<file path="config.mk">
export PLATFORM = sky130hd
export DESIGN_NAME = ptob_ram
export DESIGN_NICKNAME = d
export VERILOG_FILES = /design/src/ptob_ram.sv
export SDC_FILE = /design/constraint.sdc
export NUM_CORES = 1
export LEC_CHECK = 0
export BUFFER_PORTS_ARGS = -buffer_cell sky130_fd_sc_hd__buf_2
export CORE_ASPECT_RATIO = 1.25
export CORE_MARGIN = 2
export CORE_UTILIZATION = 60
export CTS_BUF_LIST = sky130_fd_sc_hd__clkbuf_16
export DETAILED_ROUTE_END_ITERATION = 12
export PLACE_DENSITY = 0.78
export SLEW_MARGIN = 0
export SYNTH_ARGS = -nofsm -noshare
export SYNTH_HDL_FRONTEND = slang
export SYNTH_SLANG_ARGS = --single-unit
</file>
<file path="constraint.sdc">
create_clock -name clk -period 2.3 [get_ports clk]
set_clock_uncertainty 0.05 [all_clocks]
set_input_delay 0.23 -clock clk [delete_from_list [all_inputs] [get_ports clk]]
set_output_delay 0.23 -clock clk [all_outputs]
set_load 0.005 [all_outputs]
</file>
<file path="src/ptob_ram.sv">
// ----------------------------------------------------------------------------
// ptob_ram
// generic single write port, single read port memory with registered read
// ----------------------------------------------------------------------------
module ptob_ram #(
  parameter int WIDTH = 8,
  parameter int DEPTH = 16
) (
  input  logic                     clk,
  input  logic                     we,
  input  logic [$clog2(DEPTH)-1:0] waddr,
  input  logic [WIDTH-1:0]         wdata,
  input  logic [$clog2(DEPTH)-1:0] raddr,
  output logic [WIDTH-1:0]         rdata
);

  logic [WIDTH-1:0] mem [DEPTH];

  always_ff @(posedge clk) begin
    if (we) begin
      mem[waddr] <= wdata;
    end
    rdata <= mem[raddr];
  end

endmodule

</file>
==> metrics.md, run 1 <==
| Metric | Value |
|---|---|
| NetSw | about 1.1 mW |
| Synthesized cell area | 5150 um2 |
| Crit path launch type | input port |
| Final-stage net count | 300 |
| Period utilisation layout | a little under two thirds |
| Largest net degree at the start of global routing | 19 |
| # IOs | 26 |
| Vias per cell | 6.27 |
| Clk_lat worst skew | between 400 and 500 ps |
| Setup crit end | mem[2][5] |
| Postcts setup bufs | 0 |
| Routed Antenna Nets | 0 |
| DR iter-0 viols | approximately 200 |
| Vias in the first global route | roughly 2600 |
| Final hold violations | 0 |
| Total Neg Setup Slack | 0 ps |
| Overflow after GRT | 0 |
| CP peak stage delay | roughly 600 ps |
| Combinational power share | between 4 and 5% |
| Pwr per Cell Area | around 950 nW/um2 |
| Initial antenna violation count | 0 |
| CTS Buf Count | 17 |
| Clock Tree Root | clkbuf_16 |
| Status | complete, no violations |
| CP Cell Sequence | buf_2 -> or3b_2 -> nor2_1 |
| Min-Delay Path Class | input port to register |
| Total Wirelength | about 9.6 mm |
| Bufs and invs on worst path | 1 |
| CTS tree | done |
| Clock network power share | between 40% and 50% |
| Yosys warning total | 0 |
| Mapped Cells | ~230 |
| Design area | 6060 um2 |
| Via count | ~2500 |
| HPWL Detailed | around 6.1 mm |
| Initial Util | about 62% |
| CORE AREA | 8290 um2 |
| Final design utilization | about three quarters |
| Leading post-synthesis cells by cell area | edfxtp_1 (75%), mux4_2 (7.9%), mux4_1 (7.1%) |
| Static Leak | 2.10 nW |
| Slew Viols, Final | 0 |
| Largest area contributor in the netlist | edfxtp_1 |
| R2r endpoint | rdata[3] |
| Cells on worst reg2reg path | 3 |
| First-pass GRT wire length | between 10 and 15 mm |
| Die height | 108 um |
| CP max stage cell | nor2_1 |
| CP required | about 2300 ps |
| Seq/Total Area, Yosys | about 78% |
| Post-DP Area | between 5000 and 6000 um2 |
| Worst Setup End Kind | register |
| Layout cells sized above 1 | between 20% and 30% |
| Synth top area share | approximately 75% |
| VDD IR-drop max | 0.000770 V |
| Reg power frac | approximately half |
| Sw Share | 18.7% |
| DRT Pass-1 Iters | 4 |
| CTS H-tree lvls | 4 |
| Slew HR | roughly 47% |
| CP Max Fanout | 8 |
| Syn Nets | roughly 250 |
| Unique masters post-synth | 19 |
| Die area | 9340 um2 |
| CP startpoint | waddr[2] |
| Largest delay contributor family on the critical path | simple AND/OR/NAND/NOR gates |
| Stages on worst setup path | 3 |
| RSZ-0062 raised after global routing | no |
| Maximum buffer depth of the clock tree | 2 |
| P_int | approximately 4.7 mW |
| #FFs+latches synth | between 100 and 150 |
| Number of clock sinks | about 140 |
| P&R area growth vs syn | 17.6% |
| Commonest cells after routing, fill and taps aside | edfxtp_1 (128), buf_2 (25), mux4_2 (18), buf_4 (18), clkbuf_16 (17) |
| Worst r2r src | mem[2][3] |
| GRT Overall Usage | a little under a quarter |
| Fmax | slightly below 0.7 GHz |
| Worst Hold Launch | wdata[6] |
| Clock transition at the registers of the reported paths | around 60 ps |
| Worst Tran Pin Value | slightly below 800 ps |
| IO Port Bufs | 25 |
| Post-CTS sizing | 0 |
| Max-cap violations | 0 |
| Diodes inserted | 0 |
| Min cycle time layout | between 1000 and 1500 ps |
| # setup viols final | 0 |
| Placer Congestion | roughly 0.78 |
| DRC viols | 0 |
| Most common cell after layout, fill and taps aside | edfxtp_1 |
| WS Path Type | input port to register |
| FP Rows | 37 |
| Average wire per standard cell | approximately 24 um |
| Syn Area/Cell | roughly 22 um2 |
| Hold Buf Count CTS | 0 |
| Register-to-Register Setup Slack | around 860 ps |
| Arr. time, crit path | between 1000 and 1500 ps |
| Chip Width | roughly 87 um |
[layer usage]
layer	wire (um)	vias up	global-route usage (%)
li1	-	1081	-
met1	3540	1243	29.4
met2	5180	123	38.2
met3	776	12	7.82
met4	112	0	8.37
met5	0	-	0
[worst min path at each step]
stage	endpoint	slack (ps)	cells past startpoint
final	mem[0][6]	160	1
after global routing	mem[8][4]	140	1
after CTS	mem[8][4]	140	1
after detailed placement	rdata[2]	560	1
after global placement	mem[1][4]	550	1
after floorplan	mem[0][0]	280	0
[flip-flops by register name, summed over array words and instances, names as in the netlist]
signal and count:
mem 128, rdata 8
[worst register-to-register path: cells and delay by family (launching register included)]
| family | cells | cell delay (ps) |
|---|---|---|
| flops | 1 | 360 |
| mux | 1 | 530 |
| compound gates | 1 | 300 |
| simple gates | 1 | 80 |
[Yosys cell counts]
master,count
nor2_1,13
nor2b_1,1
nand3b_1,2
and2_1,1
mux4_1,14
dfxtp_1,8
buf_2,3
buf_4,1
mux4_2,18
or3b_2,1
nand2b_1,2
a22oi_1,16
nand2_1,9
nand3_1,1
nor3_1,4
and2b_1,1
edfxtp_1,128
clkdlybuf4s25_2,3
buf_6,3
[power groups by stage]
stage	logic [mW]	registers (mW)	clock network, mW
2_1_floorplan	0.141	2.84	0
3_3_place_gp	0.243	2.84	0
3_5_place_dp	0.250	2.84	0
4_1_cts	0.254	2.79	2.73
5_1_grt	0.272	2.79	2.83
6_report	0.251	2.79	2.68
[metrics by stage]
step / total power [mW] / instances / setup WS, ps / hold slack [ps]
3_3_place_gp: 3.08 / 360 / 406 / 548
4_1_cts: 5.77 / 392 / 805 / 137
5_1_grt: 5.90 / 392 / 756 / 144
6_report: 5.72 / 392 / 829 / 157
3_5_place_dp: 3.09 / 360 / 374 / 558
2_1_floorplan: 2.98 / 229 / 527 / 279
[cell type report]
cell class / instances / area, um2
clock buffers: 17 / 425
clock inverters: 15 / 168
fillers: 462 / 2230
multi-input cells: 83 / 1060
flip-flops and latches: 136 / 4000
well taps: 97 / 121
repair buffers: 44 / 280
[cell families (layout without fill, tap and decap cells)]
family,after synthesis,after routing,synth area share (%)
simple gates,35,35,3.18
compound gates,16,16,2.33
flops,136,136,77.8
mux,32,32,15.0
buf+inv,10,76,1.68
Note: power is estimated with default switching activity, not from simulation.
==> run 2: changes to the inputs <==
ABC_AREA = 1   (was unset)
CORE_UTILIZATION = 55   (was 60)
PLACE_DENSITY = 0.75   (was 0.78)
clock period = 1.22 ns   (was 2.3 ns; I/O delays follow)
==> run 2 against run 1 <==
Sequential share of layout area is 7.4 points lower. Final area is 13% higher. Sequential power is 88% higher. Via count is 61% higher. Synthesized cell count is 140% higher. Die area is 21% higher. Hold slack worse by 93 ps. Routed wire length is 35% higher. Combinational power grew to 2.7 times the previous value. Largest cell class unchanged. Power is 98% higher.
==> metrics.md, run 2 <==
| Metric | Value |
|---|---|
| Post-synth EDFFs | about 130 |
| Clock transition at the registers of the reported paths | ~60 ps |
| Overflow after GRT | 0 |
| Static Leak | between 3 and 4 nW |
| Largest regs | mem x128, rdata x8 |
| HPWL Detailed | a little under 8 mm |
| Number of clock sinks | around 140 |
| # setup viols final | 0 |
| Postcts setup bufs | 0 |
| Main combinational cell family by area after synthesis | simple AND/OR/NAND/NOR gates |
| Average wire per standard cell | 17.5 um |
| DRC viols | 0 |
| Most frequent cells after synthesis | nand2_1 (173), edfxtp_1 (128), inv_1 (100) |
| Adder-Cell Fraction of Synth Area | 0% |
| # IOs | 26 |
| #FFs+latches synth | 136 |
| Placer Congestion | between 0.8 and 0.9 |
| Number of fill cells in the layout | 717 |
| Unique masters post-synth | 12 |
| Synth Area in Simple Gates | between 20% and 30% |
| Slew HR | between 70 and 80% |
| DR iter-0 viols | roughly 430 |
| Fmax | 0.948 GHz |
| IO Port Bufs | 25 |
| Top reg by flops | mem |
| Routed Antenna Nets | 0 |
| Commonest cells after routing, fill and taps aside | nand2_1 (173), edfxtp_1 (128), inv_1 (102), nand3_1 (97), buf_2 (25) |
| Xor and xnor fraction of the mapped netlist area | 0% |
| Syn Nets | about 570 |
| Clk_lat worst skew | around 400 ps |
| Crit path launch type | register |
| Most frequent cell after synthesis | nand2_1 |
| Synth top area share | between 60 and 70% |
| Syn Area/Cell | ~10 um2 |
| WS Path Type | register to output pin |
| Most common cell after layout, fill and taps aside | nand2_1 |
| Synthesized cell area | approximately 5800 um2 |
| VDD IR-drop max | around 0.0012 V |
| Worst Tran Pin Value | 368 ps |
| Largest area contributor in the netlist | edfxtp_1 |
| CP Cell Sequence | buf_2 |
| Top_reg_cell synth | edfxtp_1 |
| CTS H-tree lvls | 4 |
| Largest register FFs | about 130 |
| Worst Setup End Kind | output pin |
| Initial Util | around 57% |
| GRT Overall Usage | between 20% and 30% |
| Chip Width | 95.6 um |
| Max-cap violations | 0 |
| Bufs and invs on worst path | 1 |
| Slew Viols, Final | 0 |
| Post-synthesis compound-gate area fraction | 0% |
| Total Wirelength | around 13 mm |
| CTS tree | done |
| CP max stage cell | dfxtp_1 |
| Total Neg Setup Slack | 0 ps |
| Status | complete, no violations |
| Placement Setup Slack | -24.2 ps |
| Largest delay contributor family on the critical path | flip-flops |
| CP peak stage delay | 350 ps |
| Pwr per Cell Area | between 1500 and 2000 nW/um2 |
| Maximum buffer depth of the clock tree | 2 |
| Vias in the first global route | roughly 4100 |
| Via count | 3968 |
| Arr. time, crit path | slightly below 900 ps |
| Multiplexer share of the synthesized area | 0% |
| Initial antenna violation count | 0 |
| Async S/R FF share, synth | 0% |
| Min cycle time layout | between 1000 and 1500 ps |
| Die height | 118 um |
| CP required | approximately 1100 ps |
| Layout cells sized above 1 | a little over an eighth |
| CP Max Fanout | 1 |
| Seq/Total Area, Yosys | between 60% and 70% |
| Vias per cell | 5.35 |
| Period utilisation layout | between 80 and 90% |
| Min-Delay Path Class | input port to register |
| First-pass GRT wire length | 20.9 mm |
| CTS Buf Count | 17 |
| CORE AREA | 10200 um2 |
| Clock Tree Root | clkbuf_16 |
| Leading post-synthesis cells by cell area | edfxtp_1 (67%), nand2_1 (11%), nand3_1 (8.4%) |
| Diodes inserted | 0 |
| Post-route worst setup slack | around 170 ps |
| Mapped Cells | between 500 and 600 |
| Final hold violations | 0 |
| Largest net degree at the start of global routing | 65 |
| Yosys warning total | 0 |
| P&R area growth vs syn | 18.2% |
| FP Rows | 41 |
| Final-stage net count | 618 |
| DRT Pass-1 Iters | 6 |
| RSZ-0062 raised after global routing | no |
| Die area | around 11000 um2 |
==> run 2: what timing repair did <==
action / 4_1_cts / 5_1_grt
endpoints found under the hold margin: 3 / 0
hold buffers: 1 / 0
resized for setup: 0 / 0
==> run 2: path summary, 6_finish.rpt <==
kind | startpoint | endpoint | slack [ps] | cells after the start
max | rdata[6] | rdata[6] | 170 | 1
min | wdata[5] | mem[5][5] | 60 | 1
min reg2reg | mem[11][3] | rdata[3] | 620 | 6
max reg2reg | mem[9][2] | rdata[2] | 170 | 6
==> run 2: cells by family (layout without fill, tap and decap cells) <==
family / count (synthesis) / count (layout)
simple gates: 289 / 289
buf+inv: 126 / 188
flops: 136 / 136
==> run 2: power by group <==
part | switching (mW) | internal, mW
sequential | 0.0296 | 5.22
clock | 1.82 | 3.59
combinational | 0.452 | 0.222
==> run 2: per-stage QoR <==
| stage | hold WS (ps) | util (%) | std cells | cell area (um2) | power [mW] |
|---|---|---|---|---|---|
| floorplan | 171 | - | 551 | 5770 | 5.72 |
| global placement | 393 | 60.8 | 709 | 6170 | 5.98 |
| detailed placement | 393 | 60.8 | 709 | 6170 | 6.01 |
| CTS | 55.5 | 67.1 | 742 | 6820 | 11.4 |
| global route | 62.6 | 67.1 | 742 | 6820 | 11.7 |
| finish | 63.7 | 67.1 | 742 | 6820 | 11.3 |
==> run 2: layout make-up <==
| class | instances | area, um2 | area share [%] |
|---|---|---|---|
| clock inverter | 15 | 211 | 3.10 |
| inverter | 102 | 383 | 5.61 |
| tap | 129 | 161 | 2.37 |
| timing repair buffer | 54 | 420 | 6.17 |
| multi-input combinational | 289 | 1210 | 17.8 |
| clock buffer | 17 | 425 | 6.24 |
| sequential | 136 | 4000 | 58.7 |
==> run 2: layer usage <==
metal | track usage [%] | up-vias | share of wire [%] | wire (um)
met2 | 42.7 | 183 | 52 | 6790
met4 | 10.9 | 0 | 3.3 | 426
met3 | 6.82 | 43 | 7.5 | 969
met1 | 30.5 | 1867 | 37 | 4820
li1 | - | 1875 | - | -
met5 | 0 | - | 0 | 0
